==> config.mk <==
export PLATFORM = sky130hd
export DESIGN_NAME = fld_front
export DESIGN_NICKNAME = d
export VERILOG_FILES = /design/src/rtl/core/fld_pkg.sv /design/src/rtl/core/fld_front.sv
export SDC_FILE = /design/constraint.sdc
export NUM_CORES = 1
export LEC_CHECK = 0
export BUFFER_PORTS_ARGS = -buffer_cell sky130_fd_sc_hd__buf_4
export CORE_MARGIN = 10
export CORE_UTILIZATION = 42
export DETAILED_ROUTE_END_ITERATION = 6
export PLACE_DENSITY_LB_ADDON = 0.12
export SYNTH_ARGS = -nofsm -noshare
export SYNTH_HDL_FRONTEND = slang
export SYNTH_SLANG_ARGS = --single-unit
export TNS_END_PERCENT = 20
==> constraint.sdc <==
create_clock -name vclk -period 8.7
set_input_delay 0.87 -clock vclk [all_inputs]
set_output_delay 0.87 -clock vclk [all_outputs]
set_load 0.005 [all_outputs]
==> src/rtl/core/fld_pkg.sv <==
`default_nettype none

package fld_pkg;

   // Frame store geometry
   localparam int MAX_WIDTH   = 128;
   localparam int MAX_HEIGHT  = 128;
   localparam int STORE_DEPTH = MAX_WIDTH * MAX_HEIGHT;
   localparam int STORE_AW    = $clog2(STORE_DEPTH);

   // Field widths
   localparam int COORD_W     = 16;
   localparam int COLOR_W     = 24;
   localparam int DIM_W       = 8;
   localparam int DELTA_W     = COORD_W + 1;
   localparam int ERR_W       = COORD_W + 4;
   localparam int LIN_W       = COORD_W + DIM_W;
   localparam int ACTION_W    = 2;
   localparam int REQ_TDATA_W = 88;
   localparam int RSP_TDATA_W = 32;

   // Command queue
   localparam int QUEUE_DEPTH = 2;

   // Configuration registers
   localparam int CSR_IDX_W = 8;
   localparam logic [CSR_IDX_W-1:0] REG_DISPLAY_WIDTH  = CSR_IDX_W'(0);
   localparam logic [CSR_IDX_W-1:0] REG_DISPLAY_HEIGHT = CSR_IDX_W'(1);
   localparam logic [DIM_W-1:0]     WIDTH_RESET        = DIM_W'(128);
   localparam logic [DIM_W-1:0]     HEIGHT_RESET       = DIM_W'(128);

   typedef enum logic [ACTION_W-1:0] {
      ACT_PLOT  = 2'd0,
      ACT_LINE  = 2'd1,
      ACT_CLEAR = 2'd2,
      ACT_READ  = 2'd3
   } action_type;

   typedef struct packed {
      logic [DIM_W-1:0] width;
      logic [DIM_W-1:0] height;
   } geom_type;

   typedef struct packed {
      action_type          action;
      logic                visible;
      logic [STORE_AW-1:0] addr;
      logic [COORD_W-1:0]  x0;
      logic [COORD_W-1:0]  y0;
      logic [COORD_W-1:0]  x1;
      logic [COORD_W-1:0]  y1;
      logic [DELTA_W-1:0]  dx;
      logic [DELTA_W-1:0]  dy;
      logic                x_neg;
      logic                y_neg;
      logic [COLOR_W-1:0]  color;
   } cmd_type;

   typedef struct packed {
      logic                we;
      logic [STORE_AW-1:0] addr;
      logic [COLOR_W-1:0]  wdata;
   } ram_req_type;

   function automatic logic [DIM_W-1:0] sat_dim(input logic [DIM_W-1:0] v,
                                                input int unsigned lim);
      if (32'(v) > lim) return DIM_W'(lim);
      return v;
   endfunction

   function automatic logic on_screen(input logic [COORD_W-1:0] x,
                                      input logic [COORD_W-1:0] y,
                                      input geom_type g);
      return !x[COORD_W-1] && !y[COORD_W-1] &&
             (x < COORD_W'(g.width)) && (y < COORD_W'(g.height));
   endfunction

   // Only meaningful for on-screen points, where y*W + x stays below the depth
   function automatic logic [STORE_AW-1:0] addr_of(input logic [COORD_W-1:0] x,
                                                   input logic [COORD_W-1:0] y,
                                                   input logic [DIM_W-1:0]   w);
      logic [LIN_W-1:0] lin;
      lin = LIN_W'(y) * LIN_W'(w) + LIN_W'(x);
      return lin[STORE_AW-1:0];
   endfunction

endpackage

`default_nettype wire

==> src/rtl/core/fld_front.sv <==
`default_nettype none

module fld_front import fld_pkg::*; (
   // Request channel
   input  wire logic                   req_tvalid,
   output logic                        req_tready,
   input  wire logic [ACTION_W-1:0]    req_tuser,
   input  wire logic [REQ_TDATA_W-1:0] req_tdata,
   // Active geometry and init pass status
   input  wire geom_type               geom,
   input  wire logic                   init_busy,
   // Queue push side
   output logic                        push_valid,
   input  wire logic                   push_ready,
   output cmd_type                     push_cmd
);

   logic [COORD_W-1:0] xs;
   logic [COORD_W-1:0] ys;
   logic [COORD_W-1:0] xe;
   logic [COORD_W-1:0] ye;
   logic [DELTA_W-1:0] diff_x;
   logic [DELTA_W-1:0] diff_y;

   assign xs = req_tdata[15:0];
   assign ys = req_tdata[31:16];
   assign xe = req_tdata[47:32];
   assign ye = req_tdata[63:48];

   // Sign-extended differences, then magnitudes for the error walk
   assign diff_x = {xe[COORD_W-1], xe} - {xs[COORD_W-1], xs};
   assign diff_y = {ye[COORD_W-1], ye} - {ys[COORD_W-1], ys};

   always_comb begin
      push_cmd.action  = action_type'(req_tuser);
      push_cmd.visible = on_screen(xs, ys, geom);
      push_cmd.addr    = addr_of(xs, ys, geom.width);
      push_cmd.x0      = xs;
      push_cmd.y0      = ys;
      push_cmd.x1      = xe;
      push_cmd.y1      = ye;
      push_cmd.dx      = diff_x[DELTA_W-1] ? (DELTA_W'(0) - diff_x) : diff_x;
      push_cmd.dy      = diff_y[DELTA_W-1] ? (DELTA_W'(0) - diff_y) : diff_y;
      push_cmd.x_neg   = !($signed(xs) < $signed(xe));
      push_cmd.y_neg   = !($signed(ys) < $signed(ye));
      push_cmd.color   = req_tdata[87:64];
   end

   // Hold off requests while the store is being wiped after reset
   assign push_valid = req_tvalid && !init_busy;
   assign req_tready = push_ready && !init_busy;

endmodule

`default_nettype wire

==> results_dict.tcl <==
set metrics [dict create \
    worstPathRequired_ns 7.83 \
    ys_warn_count 0 \
    cpLargestDelayFamily "adder cells" \
    p_leak_nw 3.72 \
    hold_path_class "in2out" \
    status "completed" \
    synthTopCellsByCount "144 x inv_1, 90 x buf_4, 73 x ha_1" \
    final_layout_size_suffix_gt1_frac 0.242 \
    cts_setup_buffers 0 \
    clock.fmax_mhz 167 \
    drc 0 \
    critPathMaxFanout 15 \
    viasPerCell 5.03 \
    avgSynthCellArea_sq_um 7.56 \
    antenna_cells 0 \
    grt_max_degree 17 \
    ctsHoldBuffers 0 \
    setup_violations 0 \
    hpwl_um 16100 \
    first_global_vias 5670 \
    critPathArrivalTime_ns 5.12 \
    fin_crit_ns 5.99 \
    cp-start-kind "input port" \
    tightest_slew_ns 0.725 \
    fin_tns_setup_ns 0 \
    max_slew_margin 0.515 \
    path_cells "buf_4 > nand2_1 > fa_1 > inv_1 > fa_1 > ha_1 > inv_1 > fa_1 > inv_1 > ha_1 > a21o_1 > a21oi_1 > o21ai_0 > a21oi_1 > o21bai_1 > a21oi_1 > nor4bb_1 > or3_1 > buf_4" \
    finalHoldViolations 0 \
    num_rows 43 \
    antenna_found_initial 0 \
    path_buf_inv 5 \
    ys_top_cells_by_area "fa_1 20%, ha_1 15%, buf_4 11%, inv_1 8.9%, xnor2_1 7.2%" \
    syn_nets 1048 \
    yosysSeqAreaShare 0 \
    grt_overflow 0 \
    slew_viol_final 0 \
    gp_congestion 0.875 \
    synth_cells 804 \
    boundaryPins 252 \
    drt-initial-drc-count 253 \
    initial_core_util 0.433 \
    grt_usage 0.173 \
    yosysMostFrequentCell "inv_1" \
    die_h_um 140 \
    numPortBuffers 200 \
    synth_largest_area_cell "fa_1" \
    ant_nets 0 \
    wl_um 17900 \
    period_share 0.689 \
    cpMaxStageDelayCell "fa_1" \
    power_density_nw_per_um2 176 \
    rsz0062_at_grt "no" \
    first_pass_iters 5 \
    coreArea_sq_um 14000 \
    n_sequential_cell 0 \
    slowest_delay_ns 0.58 \
    endpoint_kind "primary output" \
    wl_per_cell_um 16.5 \
    synth_cell_types 66 \
    ctsResizeCount 0 \
    grt_pass1_wl_um 28900 \
    dieArea_sq_um 19700 \
    area_growth_pct 16.7 \
    power_w 0.00125 \
    maxCapViolations 0 \
    die_w_um 140 \
    synth_area_sq_um 6080 \
    path_class "in2out" \
    ir_worst_vdd_mv 0.274 \
    via_count 5472 \
    netlist.area_leader.share 0.204 \
    register_area_sq_um 0 \
    clock_buffers 0 \
    final_net_count 1154 \
]
## area by class of cell
class | count | area (sq um)
Inverter | 145 | 544
Timing Repair Buffer | 200 | 1500
Multi-Input combinational cell | 563 | 4830
Tap cell | 180 | 225
Fill cell | 1441 | 6940
## power by group
group	internal [W]	switching, W	leakage [nW]
logic	0.000634	0.000617	3.72
registers	0	0	0
clock network	0	0	0
total	0.000634	0.000617	3.72
## worst paths after layout
kind	from	end	slack [ns]	depth (start not counted)
worst max-delay path	geom[8]	push_cmd[136]	2.71	19
worst min-delay path	req_tdata[74]	push_cmd[10]	1.74	0
## kinds of logic (layout without fill, tap and decap cells)
| kind of cell | count (synthesis) | count (layout) | synth area share |
|---|---|---|---|
| buf+inv | 241 | 345 | 0.206 |
| simple gates | 220 | 220 | 0.179 |
| fa+ha+maj | 135 | 135 | 0.354 |
| compound gates | 133 | 133 | 0.150 |
| xor+xnor | 73 | 73 | 0.108 |
| mux | 2 | 2 | 0.00350 |
## cell usage in the layout, fill, tap and decap left out, drive strengths merged, types with 3 or more instances in the layout
cell type,count
a31oi,10
o21ai,26
nand4,8
buf,200
and2,8
o31ai,3
ha,73
nand2b,10
nor4,13
or3,8
xnor2,50
and3,6
or2,3
xor2,23
nor3,13
a211oi,8
inv,144
nand3,8
a21o,15
o21a,7
nor2b,9
nand2,61
o21bai,3
nor2,66
o211ai,5
a21oi,37
fa,62
## routing by layer
metal | vias up | global-route usage | routed length [um] | part of all wire
met5 | - | 0 | 0 | 0
met4 | 0 | 0.0130 | 134 | 0.0075
met3 | 20 | 0.0338 | 1390 | 0.078
met2 | 196 | 0.298 | 8550 | 0.48
met1 | 2509 | 0.225 | 7820 | 0.44
li1 | 2747 | - | - | -
## through the flow
stage                     utilization  hold slack, ns  setup WS (ns)  area, sq um  cells
after floorplan                     -            1.77           3.01         6080    804
after global placement          0.506            1.74           2.79         7100   1088
after detailed placement        0.506            1.74           2.71         7100   1088
after CTS                       0.506            1.74           2.71         7100   1088
after global routing            0.506            1.74           2.38         7100   1088
final                           0.506            1.74           2.71         7100   1088
Note: power is estimated with default switching activity, not from simulation.
