File: config.mk
export PLATFORM = sky130hd
export DESIGN_NAME = fld_cmd_queue
export DESIGN_NICKNAME = d
export VERILOG_FILES = /design/src/rtl/core/fld_pkg.sv /design/src/rtl/core/fld_cmd_queue.sv
export SDC_FILE = /design/constraint.sdc
export NUM_CORES = 1
export LEC_CHECK = 0
export BUFFER_PORTS_ARGS = -buffer_cell sky130_fd_sc_hd__buf_2
export CAP_MARGIN = 10
export CELL_PAD_IN_SITES_DETAIL_PLACEMENT = 1
export CELL_PAD_IN_SITES_GLOBAL_PLACEMENT = 1
export CORE_MARGIN = 2
export CORE_UTILIZATION = 30
export CTS_CLUSTER_DIAMETER = 150
export DETAILED_ROUTE_END_ITERATION = 10
export GPL_TIMING_DRIVEN = 1
export PLACE_DENSITY = 0.57
export SETUP_SLACK_MARGIN = 0.5
export SYNTH_ARGS = -nofsm -noshare
export SYNTH_HDL_FRONTEND = slang
export SYNTH_SLANG_ARGS = --single-unit
File: constraint.sdc
create_clock -name clock -period 5 [get_ports clock]
set_input_delay 0.5 -clock clock [delete_from_list [all_inputs] [get_ports clock]]
set_output_delay 0.5 -clock clock [all_outputs]
set_load 0.03 [all_outputs]
File: src/rtl/core/fld_pkg.sv
`default_nettype none

package fld_pkg;

   // Frame store geometry
   localparam int MAX_WIDTH   = 128;
   localparam int MAX_HEIGHT  = 128;
   localparam int STORE_DEPTH = MAX_WIDTH * MAX_HEIGHT;
   localparam int STORE_AW    = $clog2(STORE_DEPTH);

   // Field widths
   localparam int COORD_W     = 16;
   localparam int COLOR_W     = 24;
   localparam int DIM_W       = 8;
   localparam int DELTA_W     = COORD_W + 1;
   localparam int ERR_W       = COORD_W + 4;
   localparam int LIN_W       = COORD_W + DIM_W;
   localparam int ACTION_W    = 2;
   localparam int REQ_TDATA_W = 88;
   localparam int RSP_TDATA_W = 32;

   // Command queue
   localparam int QUEUE_DEPTH = 2;

   // Configuration registers
   localparam int CSR_IDX_W = 8;
   localparam logic [CSR_IDX_W-1:0] REG_DISPLAY_WIDTH  = CSR_IDX_W'(0);
   localparam logic [CSR_IDX_W-1:0] REG_DISPLAY_HEIGHT = CSR_IDX_W'(1);
   localparam logic [DIM_W-1:0]     WIDTH_RESET        = DIM_W'(128);
   localparam logic [DIM_W-1:0]     HEIGHT_RESET       = DIM_W'(128);

   typedef enum logic [ACTION_W-1:0] {
      ACT_PLOT  = 2'd0,
      ACT_LINE  = 2'd1,
      ACT_CLEAR = 2'd2,
      ACT_READ  = 2'd3
   } action_type;

   typedef struct packed {
      logic [DIM_W-1:0] width;
      logic [DIM_W-1:0] height;
   } geom_type;

   typedef struct packed {
      action_type          action;
      logic                visible;
      logic [STORE_AW-1:0] addr;
      logic [COORD_W-1:0]  x0;
      logic [COORD_W-1:0]  y0;
      logic [COORD_W-1:0]  x1;
      logic [COORD_W-1:0]  y1;
      logic [DELTA_W-1:0]  dx;
      logic [DELTA_W-1:0]  dy;
      logic                x_neg;
      logic                y_neg;
      logic [COLOR_W-1:0]  color;
   } cmd_type;

   typedef struct packed {
      logic                we;
      logic [STORE_AW-1:0] addr;
      logic [COLOR_W-1:0]  wdata;
   } ram_req_type;

   function automatic logic [DIM_W-1:0] sat_dim(input logic [DIM_W-1:0] v,
                                                input int unsigned lim);
      if (32'(v) > lim) return DIM_W'(lim);
      return v;
   endfunction

   function automatic logic on_screen(input logic [COORD_W-1:0] x,
                                      input logic [COORD_W-1:0] y,
                                      input geom_type g);
      return !x[COORD_W-1] && !y[COORD_W-1] &&
             (x < COORD_W'(g.width)) && (y < COORD_W'(g.height));
   endfunction

   // Only meaningful for on-screen points, where y*W + x stays below the depth
   function automatic logic [STORE_AW-1:0] addr_of(input logic [COORD_W-1:0] x,
                                                   input logic [COORD_W-1:0] y,
                                                   input logic [DIM_W-1:0]   w);
      logic [LIN_W-1:0] lin;
      lin = LIN_W'(y) * LIN_W'(w) + LIN_W'(x);
      return lin[STORE_AW-1:0];
   endfunction

endpackage

`default_nettype wire

File: src/rtl/core/fld_cmd_queue.sv
`default_nettype none

module fld_cmd_queue import fld_pkg::*; (
   input  wire logic    clock,
   input  wire logic    reset,
   input  wire logic    push_valid,
   output logic         push_ready,
   input  wire cmd_type push_cmd,
   output logic         pop_valid,
   input  wire logic    pop_ready,
   output cmd_type      pop_cmd
);

   localparam int QAW = (QUEUE_DEPTH > 1) ? $clog2(QUEUE_DEPTH) : 1;
   localparam int QCW = $clog2(QUEUE_DEPTH + 1);
   localparam logic [QAW-1:0] PTR_LAST = QAW'(QUEUE_DEPTH - 1);
   localparam logic [QCW-1:0] CNT_FULL = QCW'(QUEUE_DEPTH);

   cmd_type        slots_ff [QUEUE_DEPTH];
   logic [QAW-1:0] wr_ptr_ff, wr_ptr_in;
   logic [QAW-1:0] rd_ptr_ff, rd_ptr_in;
   logic [QCW-1:0] count_ff, count_in;
   logic           do_push;
   logic           do_pop;

   assign push_ready = (count_ff != CNT_FULL);
   assign pop_valid  = (count_ff != QCW'(0));
   assign pop_cmd    = slots_ff[rd_ptr_ff];
   assign do_push    = push_valid && push_ready;
   assign do_pop     = pop_valid && pop_ready;

   always_comb begin
      wr_ptr_in = wr_ptr_ff;
      rd_ptr_in = rd_ptr_ff;
      count_in  = count_ff;
      if (do_push) wr_ptr_in = (wr_ptr_ff == PTR_LAST) ? QAW'(0) : wr_ptr_ff + QAW'(1);
      if (do_pop)  rd_ptr_in = (rd_ptr_ff == PTR_LAST) ? QAW'(0) : rd_ptr_ff + QAW'(1);
      if (do_push && !do_pop)      count_in = count_ff + QCW'(1);
      else if (do_pop && !do_push) count_in = count_ff - QCW'(1);
   end

   always_ff @(posedge clock) begin
      if (reset) begin
         wr_ptr_ff <= '0;
         rd_ptr_ff <= '0;
         count_ff  <= '0;
      end else begin
         wr_ptr_ff <= wr_ptr_in;
         rd_ptr_ff <= rd_ptr_in;
         count_ff  <= count_in;
      end
   end

   always_ff @(posedge clock) begin
      if (do_push) slots_ff[wr_ptr_ff] <= push_cmd;
   end

`ifndef SYNTHESIS
   a_count_bound: assert property (@(posedge clock) disable iff (reset)
      count_ff <= CNT_FULL)
      else $error("command queue count out of range");
`endif

endmodule

`default_nettype wire

==> qor.txt <==
share of cells above drive strength 1: 60.8%
worst hold path type: in2reg
Num CTS Buffers: 31
initial antenna violation count: 8
final RePlAce weighted congestion: 0.679
initial core utilization: 30.4%
Final Critical Period: 2720 ps
CTS tree: done
Synth cell types: 20
largest net degree at the start of global routing: 95
final hold vios: 0
RSZ-0062 raised after global routing: no
Slew @ Worst Pin: 953 ps
Post-synth EDFFs: 282
nets@finish: 918
vias in the first global route: 5,642
Startpoint Class: flop
post-route DRC violation count: 0
Worst Path Arrival: 2220 ps
cell area after synthesis: 0.0108 sq mm
Via Count: 5,337
status: completed
Net Count, Synth: 609
top_reg_cell synth: edfxtp_1
Worst Path Max Fanout: 47
clock sink total: 287
PD cells: 552 mW/mm^2
row count: 69
Setup TNS Final: 0 ps
Yosys warnings: 0
total routing usage reported by global routing: 11.6%
most frequent cells in the layout: buf_2, edfxtp_1, mux2_4
post-synthesis sequential area ratio: 79.6%
Avg WL per Cell: 17.7 microns
number of buffers added for setup after CTS: 0
Max Cap Violations: 0
Post-CTS Resized: 0
Syn Area/Cell: 23.3 sq um
clk_skew: 6.79 ps
Core Area: 0.0355 sq mm
final antenna-violating net count: 0
critical path endpoint category: output port
Syn Inst Count: 463
Via density: 4.24
Final HPWL DP: 14,200 microns
initial drt markers: 187
global-route wire length before repair: 33,900 microns
# port buffers: 287
Peak Freq: 0.368 GHz
Reg clk slew, reported paths: 60 ps
async set-reset flop share out of synthesis: 0%
area delta synth->final: 27.2%
clock tree buffer depth: 3
# hold bufs at CTS: 0
CP required: 4500 ps
clk_lat worst skew: 550 ps
relative slew slack: 36.5%
gr ovfl total: 0
Detailed Route WL: 22,300 microns
Synth Register Bits: 287
Tcrit/Tclk final: 54.4%
die footprint: 0.0374 sq mm
Max Slew Vio Count: 0
Root Buffer: clkbuf_16
P_leak: 5.21 nW
commonest non-fill, non-tap cell in the layout: buf_2
placed cell areas: 0.0127 sq mm
Finish-stage setup viols: 0
Crit Path Category: reg2out
Util after Layout: 38.6%
number of iterations in the first detailed-routing pass: 4
Max VDD drop: 0.349 mV
I/O pin cnt: 288
Chip Height: 193 microns
die width: 193 microns
final instance area: 0.0137 sq mm
H-tree depth: 1
[flip-flops by register name, indices dropped and copies added, names as in the netlist, named ones only]
signal     flops
count_ff       2
rd_ptr_ff      1
slots_ff     282
wr_ptr_ff      1
[path summary, 6_finish.rpt]
kind / start / endpoint / slack (ps) / depth (start not counted)
setup / recovery: flop / pop_cmd[109] / 2280 / 3
hold / removal: push_cmd[58] / slots_ff[1][58] / 140 / 1
setup reg to reg: count_ff[0] / slots_ff[0][4] / 2730 / 4
hold reg to reg: rd_ptr_ff / rd_ptr_ff / 510 / 2
[critical path, stage by stage (launching register included)]
cell     delay [ps]
dfxtp_4         350
buf_4           690
mux2_4          350
buf_2           190
[cells in the mapped netlist (2+ instances only)]
library cell / count / share of area, %
xor2_1: 3 / 0.24
mux2_4: 90 / 13
dfxtp_1: 5 / 0.93
nor2_1: 3 / 0.10
edfxtp_1: 282 / 79
buf_2: 5 / 0.23
mux2_2: 51 / 5.3
buf_6: 10 / 1.0
o21ai_0: 2 / 0.093
a21oi_1: 2 / 0.093
[power by group]
group / switching, mW / total (mW) / internal [mW]
Clock: 0.870 / 2.17 / 1.30
Combinational: 1.45 / 2.31 / 0.854
Sequential: 0.0715 / 3.08 / 3.01
[cell families after synthesis]
kind of cell,after synthesis,synth area share (%)
xor gates and xnor gates,3,0.244
adders and majority gates,1,0.116
buffers and inverters,17,1.45
AOI/OAI and AO/OA,5,0.279
DFF,287,79.6
muxes,141,17.9
and+or+nand+nor,9,0.465
[area by class of cell]
type	instances	area, sq um
Clock inverter	11	101
Timing Repair Buffer	292	1510
Sequential cell	287	8570
Clock buffer	43	871
Multi-Input combinational cell	159	2050
Fill cell	3533	21800
Antenna cell	5	12.5
Inverter	1	8.76
Tap cell	461	577
[layer usage]
| metal | vias to the layer above | GRT usage (%) | wire [microns] |
|---|---|---|---|
| met5 | - | 0 | 41 |
| met4 | 6 | 3.76 | 710 |
| met3 | 41 | 4.08 | 1660 |
| met2 | 187 | 18.8 | 10600 |
| met1 | 2628 | 14.4 | 9290 |
| li1 | 2475 | - | - |
[per-stage QoR]
stage	hold WS (ps)	cells	total power [mW]	setup slack, ps
floorplan	471	463	4.90	884
global placement	489	1200	5.48	2690
finish	138	1259	7.56	2280
detailed placement	501	1200	5.49	2680
global route	101	1256	7.90	2160
CTS	99.1	1254	7.71	2170
No activity file was read; power rests on OpenSTA's default activity.
