**config.mk**
```make
export PLATFORM = sky130hd
export DESIGN_NAME = fld_back
export DESIGN_NICKNAME = d
export VERILOG_FILES = /design/src/rtl/core/fld_pkg.sv /design/src/rtl/core/fld_back.sv
export SDC_FILE = /design/constraint.sdc
export NUM_CORES = 1
export LEC_CHECK = 0
export BUFFER_PORTS_ARGS = -buffer_cell sky130_fd_sc_hd__buf_2
export CAP_MARGIN = 10
export CORE_UTILIZATION = 59
export DETAILED_ROUTE_END_ITERATION = 12
export GPL_ROUTABILITY_DRIVEN = 0
export PLACE_DENSITY_LB_ADDON = 0.2
export SETUP_SLACK_MARGIN = 0.2
export SYNTH_ARGS = -nofsm -noshare
export SYNTH_HDL_FRONTEND = slang
export SYNTH_SLANG_ARGS = --single-unit
```
**constraint.sdc**
```tcl
create_clock -name clock -period 6.9 [get_ports clock]
set_clock_uncertainty 0.2 [all_clocks]
set_input_delay 0.345 -clock clock [delete_from_list [all_inputs] [get_ports clock]]
set_output_delay 0.345 -clock clock [all_outputs]
set_load 0.02 [all_outputs]
```
**src/rtl/core/fld_pkg.sv**
```systemverilog
`default_nettype none

package fld_pkg;

   // Frame store geometry
   localparam int MAX_WIDTH   = 128;
   localparam int MAX_HEIGHT  = 128;
   localparam int STORE_DEPTH = MAX_WIDTH * MAX_HEIGHT;
   localparam int STORE_AW    = $clog2(STORE_DEPTH);

   // Field widths
   localparam int COORD_W     = 16;
   localparam int COLOR_W     = 24;
   localparam int DIM_W       = 8;
   localparam int DELTA_W     = COORD_W + 1;
   localparam int ERR_W       = COORD_W + 4;
   localparam int LIN_W       = COORD_W + DIM_W;
   localparam int ACTION_W    = 2;
   localparam int REQ_TDATA_W = 88;
   localparam int RSP_TDATA_W = 32;

   // Command queue
   localparam int QUEUE_DEPTH = 2;

   // Configuration registers
   localparam int CSR_IDX_W = 8;
   localparam logic [CSR_IDX_W-1:0] REG_DISPLAY_WIDTH  = CSR_IDX_W'(0);
   localparam logic [CSR_IDX_W-1:0] REG_DISPLAY_HEIGHT = CSR_IDX_W'(1);
   localparam logic [DIM_W-1:0]     WIDTH_RESET        = DIM_W'(128);
   localparam logic [DIM_W-1:0]     HEIGHT_RESET       = DIM_W'(128);

   typedef enum logic [ACTION_W-1:0] {
      ACT_PLOT  = 2'd0,
      ACT_LINE  = 2'd1,
      ACT_CLEAR = 2'd2,
      ACT_READ  = 2'd3
   } action_type;

   typedef struct packed {
      logic [DIM_W-1:0] width;
      logic [DIM_W-1:0] height;
   } geom_type;

   typedef struct packed {
      action_type          action;
      logic                visible;
      logic [STORE_AW-1:0] addr;
      logic [COORD_W-1:0]  x0;
      logic [COORD_W-1:0]  y0;
      logic [COORD_W-1:0]  x1;
      logic [COORD_W-1:0]  y1;
      logic [DELTA_W-1:0]  dx;
      logic [DELTA_W-1:0]  dy;
      logic                x_neg;
      logic                y_neg;
      logic [COLOR_W-1:0]  color;
   } cmd_type;

   typedef struct packed {
      logic                we;
      logic [STORE_AW-1:0] addr;
      logic [COLOR_W-1:0]  wdata;
   } ram_req_type;

   function automatic logic [DIM_W-1:0] sat_dim(input logic [DIM_W-1:0] v,
                                                input int unsigned lim);
      if (32'(v) > lim) return DIM_W'(lim);
      return v;
   endfunction

   function automatic logic on_screen(input logic [COORD_W-1:0] x,
                                      input logic [COORD_W-1:0] y,
                                      input geom_type g);
      return !x[COORD_W-1] && !y[COORD_W-1] &&
             (x < COORD_W'(g.width)) && (y < COORD_W'(g.height));
   endfunction

   // Only meaningful for on-screen points, where y*W + x stays below the depth
   function automatic logic [STORE_AW-1:0] addr_of(input logic [COORD_W-1:0] x,
                                                   input logic [COORD_W-1:0] y,
                                                   input logic [DIM_W-1:0]   w);
      logic [LIN_W-1:0] lin;
      lin = LIN_W'(y) * LIN_W'(w) + LIN_W'(x);
      return lin[STORE_AW-1:0];
   endfunction

endpackage

`default_nettype wire

```
**src/rtl/core/fld_back.sv**
```systemverilog
`default_nettype none

module fld_back import fld_pkg::*; (
   input  wire logic                   clock,
   input  wire logic                   reset,
   input  wire geom_type               geom,
   // Queue pop side
   input  wire logic                   pop_valid,
   output logic                        pop_ready,
   input  wire cmd_type                pop_cmd,
   // Frame store port
   output ram_req_type                 ram_req,
   input  wire logic [COLOR_W-1:0]     ram_rdata,
   // Response channel
   output logic                        rsp_tvalid,
   input  wire logic                   rsp_tready,
   output logic [RSP_TDATA_W-1:0]      rsp_tdata,
   output logic                        init_busy
);

   typedef enum logic [4:0] {
      ST_INIT  = 5'b00001,
      ST_IDLE  = 5'b00010,
      ST_LINE  = 5'b00100,
      ST_CLEAR = 5'b01000,
      ST_READ  = 5'b10000
   } state_type;

   localparam logic [STORE_AW-1:0] INIT_LAST = STORE_AW'(STORE_DEPTH - 1);

   state_type           state_ff, state_in;
   logic [STORE_AW-1:0] init_addr_ff, init_addr_in;
   logic [COORD_W-1:0]  cur_x_ff, cur_x_in;
   logic [COORD_W-1:0]  cur_y_ff, cur_y_in;
   logic [COORD_W-1:0]  end_x_ff, end_x_in;
   logic [COORD_W-1:0]  end_y_ff, end_y_in;
   logic [DELTA_W-1:0]  dx_ff, dx_in;
   logic [DELTA_W-1:0]  dy_ff, dy_in;
   logic                x_neg_ff, x_neg_in;
   logic                y_neg_ff, y_neg_in;
   logic [ERR_W-1:0]    err_ff, err_in;
   logic [COLOR_W-1:0]  color_ff, color_in;
   logic                inside_ff, inside_in;
   logic                rsp_valid_ff, rsp_valid_in;
   logic [COLOR_W-1:0]  rsp_color_ff, rsp_color_in;
   logic                rsp_inside_ff, rsp_inside_in;

   logic                slot_free;
   logic                pop;
   logic                cur_on;
   logic [STORE_AW-1:0] cur_addr;
   logic                at_end;
   logic signed [ERR_W:0] e2;
   logic signed [ERR_W:0] neg_dy;
   logic signed [ERR_W:0] pos_dx;
   logic                step_x;
   logic                step_y;
   logic [ERR_W-1:0]    err_next;
   logic                last_x;
   logic                last_y;

   assign slot_free = !rsp_valid_ff || rsp_tready;
   assign pop_ready = (state_ff == ST_IDLE) && slot_free;
   assign pop       = pop_valid && pop_ready;
   assign init_busy = (state_ff == ST_INIT);

   // Current walk point, shared by line and clear
   assign cur_on   = on_screen(cur_x_ff, cur_y_ff, geom);
   assign cur_addr = addr_of(cur_x_ff, cur_y_ff, geom.width);

   // Bresenham error step
   assign at_end   = (cur_x_ff == end_x_ff) && (cur_y_ff == end_y_ff);
   assign e2       = $signed({err_ff, 1'b0});
   assign pos_dx   = $signed((ERR_W+1)'(dx_ff));
   assign neg_dy   = -$signed((ERR_W+1)'(dy_ff));
   assign step_x   = (e2 > neg_dy);
   assign step_y   = (e2 < pos_dx);
   assign err_next = err_ff - (step_x ? ERR_W'(dy_ff) : ERR_W'(0))
                            + (step_y ? ERR_W'(dx_ff) : ERR_W'(0));

   // Raster scan limits for clear
   assign last_x = (({1'b0, cur_x_ff} + (COORD_W+1)'(1)) >= (COORD_W+1)'(geom.width));
   assign last_y = (({1'b0, cur_y_ff} + (COORD_W+1)'(1)) >= (COORD_W+1)'(geom.height));

   always_comb begin
      state_in      = state_ff;
      init_addr_in  = init_addr_ff;
      cur_x_in      = cur_x_ff;
      cur_y_in      = cur_y_ff;
      end_x_in      = end_x_ff;
      end_y_in      = end_y_ff;
      dx_in         = dx_ff;
      dy_in         = dy_ff;
      x_neg_in      = x_neg_ff;
      y_neg_in      = y_neg_ff;
      err_in        = err_ff;
      color_in      = color_ff;
      inside_in     = inside_ff;
      rsp_valid_in  = rsp_tready ? 1'b0 : rsp_valid_ff;
      rsp_color_in  = rsp_color_ff;
      rsp_inside_in = rsp_inside_ff;
      ram_req.we    = 1'b0;
      ram_req.addr  = cur_addr;
      ram_req.wdata = color_ff;

      unique case (state_ff)
         ST_INIT: begin
            ram_req.we    = 1'b1;
            ram_req.addr  = init_addr_ff;
            ram_req.wdata = '0;
            init_addr_in  = init_addr_ff + STORE_AW'(1);
            if (init_addr_ff == INIT_LAST) state_in = ST_IDLE;
         end
         ST_IDLE: begin
            if (pop) begin
               color_in  = pop_cmd.color;
               inside_in = pop_cmd.visible;
               unique case (pop_cmd.action)
                  ACT_PLOT: begin
                     ram_req.we    = pop_cmd.visible;
                     ram_req.addr  = pop_cmd.addr;
                     ram_req.wdata = pop_cmd.color;
                     rsp_valid_in  = 1'b1;
                     rsp_color_in  = '0;
                     rsp_inside_in = pop_cmd.visible;
                  end
                  ACT_LINE: begin
                     cur_x_in = pop_cmd.x0;
                     cur_y_in = pop_cmd.y0;
                     end_x_in = pop_cmd.x1;
                     end_y_in = pop_cmd.y1;
                     dx_in    = pop_cmd.dx;
                     dy_in    = pop_cmd.dy;
                     x_neg_in = pop_cmd.x_neg;
                     y_neg_in = pop_cmd.y_neg;
                     err_in   = ERR_W'(pop_cmd.dx) - ERR_W'(pop_cmd.dy);
                     state_in = ST_LINE;
                  end
                  ACT_CLEAR: begin
                     cur_x_in = '0;
                     cur_y_in = '0;
                     state_in = ST_CLEAR;
                  end
                  ACT_READ: begin
                     ram_req.addr = pop_cmd.addr;
                     state_in     = ST_READ;
                  end
                  default: state_in = ST_IDLE;
               endcase
            end
         end
         ST_LINE: begin
            ram_req.we = cur_on;
            if (at_end) begin
               rsp_valid_in  = 1'b1;
               rsp_color_in  = '0;
               rsp_inside_in = 1'b0;
               state_in      = ST_IDLE;
            end else begin
               err_in = err_next;
               if (step_x) cur_x_in = x_neg_ff ? cur_x_ff - COORD_W'(1) : cur_x_ff + COORD_W'(1);
               if (step_y) cur_y_in = y_neg_ff ? cur_y_ff - COORD_W'(1) : cur_y_ff + COORD_W'(1);
            end
         end
         ST_CLEAR: begin
            ram_req.we = cur_on;
            if (last_x && last_y) begin
               rsp_valid_in  = 1'b1;
               rsp_color_in  = '0;
               rsp_inside_in = 1'b0;
               state_in      = ST_IDLE;
            end else if (last_x) begin
               cur_x_in = '0;
               cur_y_in = cur_y_ff + COORD_W'(1);
            end else begin
               cur_x_in = cur_x_ff + COORD_W'(1);
            end
         end
         ST_READ: begin
            rsp_valid_in  = 1'b1;
            rsp_color_in  = inside_ff ? ram_rdata : '0;
            rsp_inside_in = inside_ff;
            state_in      = ST_IDLE;
         end
         default: state_in = ST_IDLE;
      endcase
   end

   always_ff @(posedge clock) begin
      if (reset) begin
         state_ff     <= ST_INIT;
         init_addr_ff <= '0;
         rsp_valid_ff <= 1'b0;
      end else begin
         state_ff     <= state_in;
         init_addr_ff <= init_addr_in;
         rsp_valid_ff <= rsp_valid_in;
      end
   end

   always_ff @(posedge clock) begin
      cur_x_ff      <= cur_x_in;
      cur_y_ff      <= cur_y_in;
      end_x_ff      <= end_x_in;
      end_y_ff      <= end_y_in;
      dx_ff         <= dx_in;
      dy_ff         <= dy_in;
      x_neg_ff      <= x_neg_in;
      y_neg_ff      <= y_neg_in;
      err_ff        <= err_in;
      color_ff      <= color_in;
      inside_ff     <= inside_in;
      rsp_color_ff  <= rsp_color_in;
      rsp_inside_ff <= rsp_inside_in;
   end

   assign rsp_tvalid = rsp_valid_ff;
   assign rsp_tdata  = {(RSP_TDATA_W-COLOR_W-1)'(0), rsp_inside_ff, rsp_color_ff};

`ifndef SYNTHESIS
   a_read_responds: assert property (@(posedge clock) disable iff (reset)
      (state_ff == ST_READ) |=> rsp_valid_ff)
      else $error("read did not load a response");

   a_init_quiet: assert property (@(posedge clock) disable iff (reset)
      (state_ff == ST_INIT) |-> (!rsp_valid_ff && !pop_ready))
      else $error("activity during the store wipe");

   a_init_done: assert property (@(posedge clock) disable iff (reset)
      (state_ff == ST_INIT && init_addr_ff == INIT_LAST) |=> (state_ff == ST_IDLE))
      else $error("store wipe did not finish at the last address");
`endif

endmodule

`default_nettype wire

```
==> metrics.txt <==
status=finished clean; Flop pwr share=between 30 and 40%; Vias=approximately 15,000; CTS root buf=clkbuf_16; WP data arrival=around 6200 ps; core area=between 20,000 and 30,000 sq um; met2 wire length=~23 mm; met1 WL=~19 mm; Pwr Density=184.2 nW/um^2; Pre-antenna DRT Iters=7; vias per cell=slightly below 6; initial antenna violation count=6; DRC=0; post-layout min period=roughly 6300 ps; Max Fclk=between 150 and 200 MHz; metal3 WL=around 3.9 mm; routed len/inst=18.95 um; largest net degree at the start of global routing=70; Std-Cell Rows=60; Pint=around 0.0023 W; die outline height=around 170 um; fin crit share=between 90% and 100%; Worst R2R Setup Slack=between 600 and 700 ps; Final ANT Viol Nets=0; Top FF cell, synth=edfxtp_1; Mapped Area=approximately 16,000 sq um; Worst Path Required=~6900 ps; Worst setup SP type=register; H-tree levels=4; die span in x=around 170 um; Filler cells=2,018; # clock sinks=190; largest cells by area after synthesis=edfxtp_1, ha_1, fa_1; top-area cell type share of the netlist area=just over 30%; cell taking the most area after synthesis=edfxtp_1; global router's overall resource usage=32.96%; postcts setup bufs=0; first-pass GRT wire length=73.06 mm; worst rel slew slack=a little over a quarter; RSZ-0062 raised after global routing=no; layout cell share with drive strength beyond 1=approximately 15%; Ys Warns=0; TritonCTS clock tree=built; Max rail drop VDD=between 0.15 and 0.2 mV; Max-cap violations=0; WS Path Type=reg -> reg; register area share after synthesis=approximately a third; Overflow after GRT=0; CTS buffer count=17; Switch Pwr=0.001283 W; switch share=35.52%; Final Max Tran Viols=0; DRT Wirelength=between 40 and 50 mm; Clk pwr share=approximately 28%; Leak=8.370 nW; Worst-path clk slew=around 80 ps; top sig layer=met5; worst setup margin=622.5 ps; EDFF count, synth=170; synth unique cells=79; die area=about 28,000 sq um; vias in the first global route=roughly 14,000; final setup violation count=0; HP Class=in -> reg; number of synthesized register bits=190; worst skew pair latency=450 ps; Mapped Cells=1,776; Worst-Margin Slew=1109 ps; DRT iter0 DRCs=approximately 1,300; asr flop ratio synth=0%; Avg Inst Size Synth=9.240 sq um; IO Port Bufs=~250; synth-to-layout area growth=19.54%; nets=2,490; Worst Setup End Kind=register; clk buf depth=2; post-place setup slack=291.8 ps; setup TNS=0 ps; effective utilization at floorplan=~61%; Comb power frac=between 30% and 40%; final hold violations=0; Top-Level Pins=roughly 260; dpl hpwl=between 30 and 40 mm; Max FO, Critical Path=18
## synthesized netlist by cell type (9+ instances only)
cell,count
buf_4,10
xor2_1,44
buf_1,9
buf_2,11
a21o_1,19
ha_1,140
and2_1,66
clkbuf_1,56
a21oi_1,72
nor4_1,27
or3_1,13
nor2b_1,14
nand2_1,217
edfxtp_1,170
nand3_1,51
o31ai_1,9
nand4_1,25
dfxtp_1,20
xnor2_1,109
and3_1,10
nor3_1,35
inv_1,195
o21a_1,20
o21ai_0,90
fa_1,78
nor2_1,94
a22oi_1,26
## cell type report
class | count | area [sq um] | area share, %
Sequential cell | 190 | 5505 | 28.07
Clock buffer | 17 | 425.4 | 2.169
Multi-Input combinational cell | 1309 | 9863 | 50.28
Inverter | 195 | 732.0 | 3.732
Tap cell | 372 | 465.4 | 2.373
Clock inverter | 15 | 156.4 | 0.7973
Antenna cell | 3 | 7.507 | 0.03827
Timing Repair Buffer | 374 | 2460 | 12.54
## metrics by stage
stage	total power [W]	std cells	hold slack [ps]	utilization [%]	instance area, sq um
3_5_place_dp	0.002555	2327	289.2	65.95	17870
5_1_grt	0.003806	2475	3.538	72.38	19620
4_1_cts	0.003603	2471	0.03614	72.26	19580
3_3_place_gp	0.002523	2327	278.6	65.95	17870
6_report	0.003614	2475	4.131	72.38	19620
2_1_floorplan	0.002203	1782	243.9	-	16430
## state kept, by name (all words and copies together) (netlist names)
name	flops
end_y_ff	16
end_x_ff	16
cur_y_ff	16
rsp_inside_ff	1
rsp_color_ff	24
dx_ff	17
init_addr_ff	14
state_ff	5
dy_ff	17
color_ff	24
err_ff	20
cur_x_ff	16
x_neg_ff	1
inside_ff	1
y_neg_ff	1
rsp_tvalid	1
## placed cells by master (no fill, tap or decap), types with 24 or more instances in the layout
cell type | netlist | routed
nand2_1 | 217 | 217
a21oi_1 | 72 | 71
inv_1 | 195 | 195
ha_1 | 140 | 140
nand3_1 | 51 | 51
nor4_1 | 27 | 24
nor3_1 | 35 | 32
a22oi_1 | 26 | 26
and2_1 | 66 | 66
fa_1 | 78 | 78
nand4_1 | 25 | 25
xor2_1 | 44 | 44
nor2_1 | 94 | 94
dlygate4sd3_1 | 0 | 112
o21ai_0 | 90 | 89
buf_2 | 11 | 251
xnor2_1 | 109 | 109
edfxtp_1 | 170 | 170
## worst max-delay path, stage by stage (launching register included)
cell and delay [ps]:
edfxtp_1 460, nor4_2 330, nand2_1 140, nor3_1 390, nand2_1 260, nor3_1 230, xor2_1 180, ha_1 260
a21o_1 180, a21o_1 170, a21oi_1 130, o221ai_1 120, o21a_2 340, and2_1 220, fa_1 500, inv_1 70
fa_1 490, a211oi_2 310, o21ai_1 190, a21oi_2 230, o21ai_0 130, a21oi_1 200, xor2_1 170, mux2i_1 80
## worst paths after layout
check,start,end,cells past startpoint
hold / removal,ram_rdata[21],rsp_color_ff[21]$_SDFFCE_PN0P_,2
setup reg to reg,dy_ff[4]$_DFFE_PP_,err_ff[14]$_DFFE_PP_,23
hold reg to reg,init_addr_ff[1]$_SDFFE_PP0P_,init_addr_ff[1]$_SDFFE_PP0P_,2
setup / recovery,dy_ff[4]$_DFFE_PP_,err_ff[14]$_DFFE_PP_,23
## layer usage
metal  up-vias  GRT usage [%]
li1       6759              -
met1      6876          41.74
met2       743          56.09
met3       125          4.793
met4         6          14.58
met5         -              0
## power groups by stage
stage	clock (W)	combinational (W)	sequential, W
CTS	0.00102	0.00128	0.00131
global placement	0	0.00119	0.00134
finish	0.00102	0.00129	0.00131
floorplan	0	0.000885	0.00132
detailed placement	0	0.00122	0.00134
global route	0.00106	0.00143	0.00131
## cell families after synthesis
group                      share of synthesized area (%)
DFF                                                33.55
AOI/OAI and AO/OA                                  12.84
muxes                                             0.4270
xor gates and xnor gates                           8.166
adders and majority gates                          20.19
buffers and inverters                              6.839
other                                            0.02285
and+or+nand+nor                                    17.96
## what timing repair did
| item | in CTS | in global routing |
|---|---|---|
| endpoints found under the hold margin | 112 | 0 |
| hold buffers | 112 | 0 |
| gates cloned | 0 | 0 |
| gates resized for setup | 1 | 6 |
| endpoints found under the setup margin | 1 | 9 |
(Power assumes the default switching activity.)
